==> src/rtl/cfr_pkg.sv <==
`timescale 1ns / 1ps

package cfr_pkg;

  localparam int unsigned WIN_DEPTH = 8;

  localparam logic [7:0] HEAD_BYTE = 8'h5E;
  localparam logic [7:0] TAIL_BYTE = 8'h4D;

  // command byte class and sub-field patterns
  localparam logic [1:0] CMD_CLASS_MOVE  = 2'b01;
  localparam logic [1:0] CMD_SUB_FWD     = 2'b00;
  localparam logic [1:0] CMD_SUB_BACK    = 2'b01;
  localparam logic [1:0] CMD_SUB_TURN    = 2'b10;
  localparam logic [5:0] CMD_SPIRAL_ON   = 6'h3F;
  localparam logic [5:0] CMD_SPIRAL_OFF  = 6'h30;

  localparam logic [2:0] ACT_NONE        = 3'd0;
  localparam logic [2:0] ACT_FORWARD     = 3'd1;
  localparam logic [2:0] ACT_BACK        = 3'd2;
  localparam logic [2:0] ACT_TURN        = 3'd3;
  localparam logic [2:0] ACT_SPIRAL_ON   = 3'd4;
  localparam logic [2:0] ACT_SPIRAL_OFF  = 3'd5;

  localparam int unsigned NUM_W    = 11;
  localparam int unsigned OUT_W    = 40;
  localparam int unsigned IN_W     = 8;

  typedef logic [7:0] byte_t;

  // frame seen by the detector, handed to the decoder
  typedef struct packed {
    logic  hit;
    byte_t cmd;
    byte_t b3;
    byte_t b4;
    byte_t b5;
  } frame_t;

  typedef struct packed {
    logic [2:0]       action;
    logic [NUM_W-1:0] speed;
    logic [NUM_W-1:0] heading;
    byte_t            command_code;
  } result_t;

endpackage

==> src/rtl/cfr_window.sv <==
`timescale 1ns / 1ps

module cfr_window (
  input  logic           clk,
  input  logic           rst_n,
  input  logic           step,
  input  cfr_pkg::byte_t rx_byte,
  output cfr_pkg::frame_t frame
);
  import cfr_pkg::*;

  byte_t win_r   [WIN_DEPTH];
  byte_t win_nxt [WIN_DEPTH];
  byte_t shifted [WIN_DEPTH];
  byte_t csum;
  logic  hit;

  always_comb begin
    for (int k = 0; k < WIN_DEPTH - 1; k++) begin
      shifted[k] = win_r[k+1];
    end
    shifted[WIN_DEPTH-1] = rx_byte;
  end

  assign csum = shifted[2] + shifted[3] + shifted[4] + shifted[5];

  assign hit = (shifted[0] == HEAD_BYTE) && (shifted[1] == HEAD_BYTE) &&
               (shifted[7] == TAIL_BYTE) && (csum == shifted[6]);

  // a recognised frame flushes the window so its bytes are not reused
  always_comb begin
    for (int k = 0; k < WIN_DEPTH; k++) begin
      win_nxt[k] = hit ? 8'h00 : shifted[k];
    end
  end

  always_ff @(posedge clk) begin
    if (!rst_n) begin
      for (int k = 0; k < WIN_DEPTH; k++) begin
        win_r[k] <= 8'h00;
      end
    end else if (step) begin
      for (int k = 0; k < WIN_DEPTH; k++) begin
        win_r[k] <= win_nxt[k];
      end
    end
  end

  assign frame.hit = hit;
  assign frame.cmd = shifted[2];
  assign frame.b3  = shifted[3];
  assign frame.b4  = shifted[4];
  assign frame.b5  = shifted[5];

  a_clear_after_hit: assert property (@(posedge clk) disable iff (!rst_n)
    step && hit |=> (win_r[0] == 8'h00) && (win_r[6] == 8'h00) && (win_r[7] == 8'h00))
    else $error("window not flushed after frame");

  a_hold_when_idle: assert property (@(posedge clk) disable iff (!rst_n)
    !step |=> $stable(win_r[7]) && $stable(win_r[0]))
    else $error("window moved without a byte");

endmodule

==> src/rtl/cfr_decode.sv <==
`timescale 1ns / 1ps

module cfr_decode (
  input  cfr_pkg::frame_t  frame,
  output cfr_pkg::result_t res
);
  import cfr_pkg::*;

  logic [2:0] action;

  function automatic logic [NUM_W-1:0] bcd3(input logic [3:0] h, input logic [3:0] t,
                                            input logic [3:0] u);
    logic [NUM_W-1:0] hv;
    logic [NUM_W-1:0] tv;
    hv = NUM_W'(h) * NUM_W'(100);
    tv = NUM_W'(t) * NUM_W'(10);
    return hv + tv + NUM_W'(u);
  endfunction

  always_comb begin
    action = ACT_NONE;
    if (frame.cmd[7:6] == CMD_CLASS_MOVE) begin
      case (frame.cmd[5:4])
        CMD_SUB_FWD:  action = ACT_FORWARD;
        CMD_SUB_BACK: action = ACT_BACK;
        CMD_SUB_TURN: action = ACT_TURN;
        default: begin
          if (frame.cmd[5:0] == CMD_SPIRAL_ON) begin
            action = ACT_SPIRAL_ON;
          end else if (frame.cmd[5:0] == CMD_SPIRAL_OFF) begin
            action = ACT_SPIRAL_OFF;
          end else begin
            action = ACT_NONE;
          end
        end
      endcase
    end
  end

  assign res.action       = action;
  assign res.speed        = bcd3(frame.b3[7:4], frame.b3[3:0], frame.b4[7:4]);
  assign res.heading      = bcd3(frame.b4[3:0], frame.b5[7:4], frame.b5[3:0]);
  assign res.command_code = frame.cmd;

endmodule

==> src/rtl/command_frame_receiver_core.sv <==
`timescale 1ns / 1ps

// Command frame receiver: takes one received serial byte per input item and
// watches the last eight for the frame 5E 5E cmd p0 p1 p2 sum 4D, where sum is
// the low byte of cmd+p0+p1+p2. Each recognised frame yields one output item
// carrying the decoded action, speed and heading (three packed digits each,
// digits above nine weighted as they stand) and the raw command byte; the
// window is then flushed so no byte serves two frames. Bad frames yield
// nothing and the window keeps sliding. One byte can be taken every clock
// as long as results are taken when offered: a byte sits in the input register,
// the window compare and the constant-multiply decode run on it there, and the
// result lands in the output register as the byte moves on, so out_tvalid rises
// in the cycle after the byte that closes a frame leaves the input register.
// Input stalls only while a result waits in the output register and a byte
// is pending behind it.

module command_frame_receiver_core (
  input  logic                        clk,
  input  logic                        rst_n,
  input  logic                        in_tvalid,
  output logic                        in_tready,
  input  logic [cfr_pkg::IN_W-1:0]    in_tdata,   // [7:0] rx_byte
  output logic                        out_tvalid,
  input  logic                        out_tready,
  output logic [cfr_pkg::OUT_W-1:0]   out_tdata   // [2:0] action, [13:3] speed,
                                                  // [24:14] heading,
                                                  // [32:25] command_code, rest zero
);
  import cfr_pkg::*;

  // input register
  logic    s1_valid_r;
  logic    s1_valid_nxt;
  byte_t   s1_byte_r;
  logic    in_acc;
  logic    advance;

  // detector and decoder
  frame_t  frame;
  result_t res;

  // output register
  logic    out_valid_r;
  logic    out_valid_nxt;
  result_t out_res_r;

  // the pending byte moves on once the output register has room
  assign advance   = s1_valid_r && (!out_valid_r || out_tready);
  assign in_tready = !s1_valid_r || advance;
  assign in_acc    = in_tvalid && in_tready;

  always_comb begin
    if (in_acc) begin
      s1_valid_nxt = 1'b1;
    end else if (advance) begin
      s1_valid_nxt = 1'b0;
    end else begin
      s1_valid_nxt = s1_valid_r;
    end
  end

  always_ff @(posedge clk) begin
    if (!rst_n) begin
      s1_valid_r <= 1'b0;
    end else begin
      s1_valid_r <= s1_valid_nxt;
    end
  end

  always_ff @(posedge clk) begin
    if (in_acc) begin
      s1_byte_r <= in_tdata[7:0];
    end
  end

  cfr_window u_window (
    .clk     (clk),
    .rst_n   (rst_n),
    .step    (advance),
    .rx_byte (s1_byte_r),
    .frame   (frame)
  );

  cfr_decode u_decode (
    .frame (frame),
    .res   (res)
  );

  // result register: loads on a frame hit, drains when taken
  always_comb begin
    if (advance) begin
      out_valid_nxt = frame.hit;
    end else if (out_tready) begin
      out_valid_nxt = 1'b0;
    end else begin
      out_valid_nxt = out_valid_r;
    end
  end

  always_ff @(posedge clk) begin
    if (!rst_n) begin
      out_valid_r <= 1'b0;
    end else begin
      out_valid_r <= out_valid_nxt;
    end
  end

  always_ff @(posedge clk) begin
    if (advance && frame.hit) begin
      out_res_r <= res;
    end
  end

  assign out_tvalid = out_valid_r;
  assign out_tdata  = {7'b0, out_res_r.command_code, out_res_r.heading,
                       out_res_r.speed, out_res_r.action};

  a_stall_cause: assert property (@(posedge clk) disable iff (!rst_n)
    !in_tready |-> s1_valid_r && out_valid_r && !out_tready)
    else $error("input stalled without a waiting result");

  a_result_source: assert property (@(posedge clk) disable iff (!rst_n)
    $rose(out_valid_r) |-> $past(advance) && $past(frame.hit))
    else $error("result appeared without a frame");

  a_action_range: assert property (@(posedge clk) disable iff (!rst_n)
    out_valid_r |-> out_res_r.action <= ACT_SPIRAL_OFF)
    else $error("action code out of range");

endmodule
==> config.mk <==
export PLATFORM = sky130hd
export DESIGN_NAME = command_frame_receiver_core
export DESIGN_NICKNAME = d
export VERILOG_FILES = /design/src/rtl/cfr_pkg.sv /design/src/rtl/cfr_window.sv /design/src/rtl/cfr_decode.sv /design/src/rtl/command_frame_receiver_core.sv
export SDC_FILE = /design/constraint.sdc
export NUM_CORES = 1
export LEC_CHECK = 0
export BUFFER_PORTS_ARGS = -buffer_cell sky130_fd_sc_hd__buf_2
export CORE_UTILIZATION = 62
export CTS_CLUSTER_DIAMETER = 120
export DETAILED_ROUTE_END_ITERATION = 12
export GPL_TIMING_DRIVEN = 0
export PLACE_DENSITY = 0.82
export SYNTH_ARGS = -nofsm -noshare
export SYNTH_HDL_FRONTEND = slang
export SYNTH_HIERARCHICAL = 1
export SYNTH_SLANG_ARGS = --single-unit
==> constraint.sdc <==
create_clock -name clk -period 9.2 [get_ports clk]
set_clock_uncertainty 0.15 [all_clocks]
set_input_delay 0.46 -clock clk [delete_from_list [all_inputs] [get_ports clk]]
set_output_delay 0.46 -clock clk [all_outputs]
set_load 0.005 [all_outputs]
== Word level (Yosys, flattened, before mapping) ==
Memory sizes are Yosys's and may differ from the RTL's.
Cells that the tools add are included.

* Equality and inequality tests: 9
* Multiplexer cells: 27
* $mul: 4
* Reductions and logical operators: 13
* Bitwise logic cells: 8
* Add/sub/neg operators: 7

{| class="wikitable"
|+ Operators with widths
! operator !! number
|-
| 8-bit 2-to-1 mux || 16
|-
| 8-bit adder || 3
|-
| 8-bit by 7-bit == test with 1-bit output, second input constant || 3
|-
| 11-bit by 4-bit adder with 11-bit output || 2
|-
| 11-bit by 8-bit adder with 11-bit output || 2
|-
| 4-bit by 5-bit multiplier with 9-bit output, second input constant || 2
|-
| 4-bit by 3-bit multiplier with 7-bit output, second input constant || 2
|-
| 6-bit == test, second input constant || 2
|-
| 3-bit case mux with 3 select lines || 1
|-
| 8-bit == test || 1
|-
| 1-bit 2-to-1 mux || 8
|-
| 1-bit OR || 8
|-
| 1-bit logical AND || 6
|-
| 3-bit 2-to-1 mux || 2
|-
| 2-bit by 1-bit == test with 1-bit output, second input constant || 2
|-
| 2-bit nonzero test || 2
|-
| 2-bit == test, second input constant || 1
|-
| 1-bit logical NOT || 2
|-
| 2-bit logical NOT || 1
|-
| 1-bit logical OR || 2
|}

* Logic and storage cells: 76
* Memories: 1
* Flip-flop bits (word level): 43
* RAM bits: 64
* Input bits: 12

{| class="wikitable"
|+ Memories
! name !! depth !! bits a word !! rd ports !! clocked after Yosys merged registers in !! write ports !! RTL line !! source
|-
| u_window.win_r || 8 || 8 || 7 || 0 || 8 || cfr_window.sv:12 || <nowiki>byte_t win_r [WIN_DEPTH];</nowiki>
|}

== Longest topological paths before layout ==
An unclocked memory read counts as a cell.

* Word-level depth: 8
* Gate-level depth with buffers: 13
* Mapped depth without buffers: 12

== By module ==
The synthesis kept the hierarchy.

{| class="wikitable"
|+ By module, submodules not included
! module !! times used !! cells each !! area each (µm²) !! seq. area each (µm²)
|-
| cfr_window || 1 || 290 || 3,256.9 || 1,681.6
|-
| cfr_decode || 1 || 167 || 1,544.0 || 0.0
|-
| command_frame_receiver_core || 1 || 62 || 1,400.1 || 1,271.2
|}

== Worst setup path before layout ==
OpenSTA, ideal clock, no wires.

* Path kind: flip-flop to flip-flop
* From: memory u_window/win_r[0][41] (netlist name)
* To: register out_res_r, in the netlist out_tdata[0], enable pin
* Period minus slack after synthesis: 5.519 ns
* Arrival: 4.946 ns
* Stages on the path, launching flop included: 14
* Setup time: 0.423 ns
* Data required time: 8.627 ns
* Path slack: 3.681 ns
* Cells stage by stage: edfxtp_1 -> fa_1 -> inv_1 -> fa_1 -> inv_1 -> ha_1 -> fa_1 -> and3_1 -> o211a_1 -> or3b_1 -> a2111oi_0 -> buf_4 -> nand2_1 -> nor2_1

{| class="wikitable"
|+ RTL lines
! item !! RTL line !! source
|-
| start, declared || cfr_window.sv:12 ||
|-
| end signal, assigned || command_frame_receiver_core.sv:110 || <nowiki>out_res_r <= res;</nowiki>
|-
| end, declared || command_frame_receiver_core.sv:45 || <nowiki>result_t out_res_r;</nowiki>
|}

==> results.json <==
{
  "antenna_found_initial": 0,
  "period_share": 0.5926,
  "critPathRequiredTime_ns": 9.03,
  "grt_first_pass_wirelength_um": 17840,
  "cts_root_buffer": "clkbuf_8",
  "num_vias": 3872,
  "ys.flop_type": "edfxtp_1",
  "overflow": 0,
  "synth-seq-area-share": 0.4762,
  "relSlewSlack": 0.3479,
  "numCtsBuffers": 9,
  "cts_max_level": 3,
  "hold_depth": 1,
  "drtIter0Drc": 124,
  "crit_type": "reg2reg",
  "synthDistinctLibCells": 56,
  "cts_hold_buffers": 0,
  "grt_usage": 0.2282,
  "p_per_area_nw_per_um2": 164.8,
  "clk_pin_slew_worst_paths_ns": 0.09,
  "die-width_um": 102.0,
  "via_per_inst": 5.370,
  "n_fill_cell": 737,
  "fp.dieH_um": 102.0,
  "place_hpwl_um": 8243,
  "cts.path.max_buffers": 2,
  "layout.nets": 679,
  "ioPinCount": 54,
  "crit_fanout": 33,
  "layout-drive-gt1-share": 0.2126,
  "maxCapViolations": 0,
  "drc": 0,
  "ctsResizeCount": 0,
  "gp_congestion": 0.8937,
  "final_cell_mix": "edfxtp_1 (97), ha_1 (60), nand2_1 (59), nor2_1 (55), buf_4 (51)",
  "start_kind": "flip-flop",
  "layout_commonest_cell": "edfxtp_1",
  "cp.arrival_ns": 5.29,
  "synthCells": 519,
  "fin_crit_ns": 5.452,
  "tritoncts": "built",
  "fmax_mhz": 183.4,
  "rows": 36,
  "worstHoldPathType": "in2reg",
  "whs_ns": 0.1173,
  "start_util": 0.6373,
  "firstDrtPassIters": 4,
  "ys_warn_count": 6,
  "mappedNetlistArea_sq_um": 6201,
  "r2r_cells": 13,
  "final_antenna_net_count": 0,
  "worst_pin_slew_ns": 0.9759,
  "placed_cells": 705,
  "area_growth_pct": 10.61,
  "postCtsSetupRepairBufs": 0,
  "grt_start_max_net_pins": 40,
  "io_buffers": 46,
  "avgSynthCellArea_sq_um": 11.95,
  "peakVddDrop_v": 0.0001024,
  "clk_latency_ns": 0.36,
  "setup_viol": 0,
  "hold_violations": 0,
  "finalWirelength_um": 10750,
  "n_antenna_cell": 0,
  "clock_sinks": 99,
  "ff_latch_area_sq_um": 2953,
  "status": "completed",
  "leakagePower_uw": 0.003075,
  "synthArstFlopShare": 0,
  "rsz0062_at_grt": "false",
  "multi_input_area_sq_um": 2766,
  "dieArea_sq_um": 10410,
  "wire_per_inst_um": 14.91,
  "ys_ff_latch": 99,
  "synth_edf_count": 97,
  "core_sq_um": 9729,
  "drv_slew": 0,
  "tns_ns": 0,
  "finalNonFillerCells": 721,
  "cp-end-kind": "flip-flop",
  "grt_pass1_vias": 3840
}
-- worst paths after layout --
| kind | start | endpoint | slack, ns |
|---|---|---|---|
| setup reg to reg | u_window/win_r[0][33]$_SDFFCE_PP0P_ | out_tdata[9]$_DFFE_PP_ | 3.75 |
| hold reg to reg | s1_valid_r$_SDFFE_PN0P_ | s1_valid_r$_SDFFE_PN0P_ | 0.36 |
| setup / recovery | u_window/win_r[0][33]$_SDFFCE_PP0P_ | out_tdata[9]$_DFFE_PP_ | 3.75 |
| hold / removal | in_tdata[0] | s1_byte_r[0]$_DFFE_PP_ | 0.12 |
-- synth_stat cells (all sizes together), types with 3 or more instances --
cell type | n | area [sq um]
edfxtp | 97 | 2913
ha | 60 | 750.7
nand2 | 59 | 221.5
nor2 | 56 | 210.2
buf | 55 | 409.1
fa | 24 | 480.5
inv | 22 | 82.58
xnor2 | 17 | 148.9
a21oi | 15 | 75.07
xor2 | 13 | 113.9
a21o | 7 | 52.55
and2 | 7 | 43.79
nand4b | 7 | 61.31
nor2b | 7 | 51.30
and3 | 6 | 37.54
clkbuf | 6 | 22.52
a211oi | 5 | 42.54
nand3 | 4 | 20.02
nor4 | 4 | 25.02
o21ai | 4 | 20.01
a21boi | 3 | 22.52
nand2b | 3 | 26.27
o21a | 3 | 22.52
o21bai | 3 | 22.52
-- layer usage --
layer | wire [um] | vias to the layer above | share of wire | global-route usage
met5 | 0 | - | 0 | 0
met4 | 161 | 0 | 0.015 | 0.07802
met3 | 512 | 16 | 0.048 | 0.02873
met2 | 5508 | 98 | 0.51 | 0.4197
met1 | 4567 | 1865 | 0.42 | 0.2759
li1 | - | 1893 | - | -
-- power breakdown --
| group | total, uW | internal, uW | switching [uW] |
|---|---|---|---|
| combinational | 289 | 139 | 151 |
| sequential | 544 | 525 | 19.1 |
| clock | 297 | 153 | 144 |
| total | 1130 | 816 | 314 |
-- area by class of cell --
type                    count  share of cell area
well taps                 133             0.02426
clock buffers              11             0.01915
multi-input cells         343              0.4033
flip-flops and latches     99              0.4305
clock inverters             5             0.01131
inverters                  22             0.01204
plain buffers              61             0.06293
repair buffers             47             0.03648
-- through the flow --
stage	setup WS (ns)	instance area, sq um	util	power (uW)
3_3_place_gp	2.463	6620	0.6804	828.1
4_1_cts	3.673	6859	0.7050	1135
3_5_place_dp	3.707	6650	0.6835	839.1
6_report	3.748	6859	0.7050	1130
2_1_floorplan	3.681	6223	-	780.8
5_1_grt	3.520	6859	0.7050	1189
-- cells by family after synthesis --
family,Yosys count,synth area share
adders and majority gates,84,0.1985
and+or+nand+nor,168,0.1320
AOI/OAI and AO/OA,52,0.06013
other,1,0.0006047
xor gates and xnor gates,32,0.04964
DFF,99,0.4762
buffers and inverters,83,0.08293
-- critical path, cell delays in order, from the launching register on --
cell and delay, ns:
edfxtp_1 0.51, fa_1 0.55, inv_1 0.06, fa_1 0.51, inv_1 0.05, ha_1 0.23, fa_1 0.42, and3_1 0.22
o211a_1 0.22, or3b_1 0.41, a2111oi_0 0.68, buf_4 0.21, nand2_1 0.09, nor2_4 0.75
-- registers in the layout (all words and copies together), names as in the netlist --
| register | flops |
|---|---|
| s1_byte_r | 8 |
| out_tvalid | 1 |
| out_tdata | 33 |
| u_window/win_r | 56 |
| s1_valid_r | 1 |
Power figures use the tool's default switching activity.
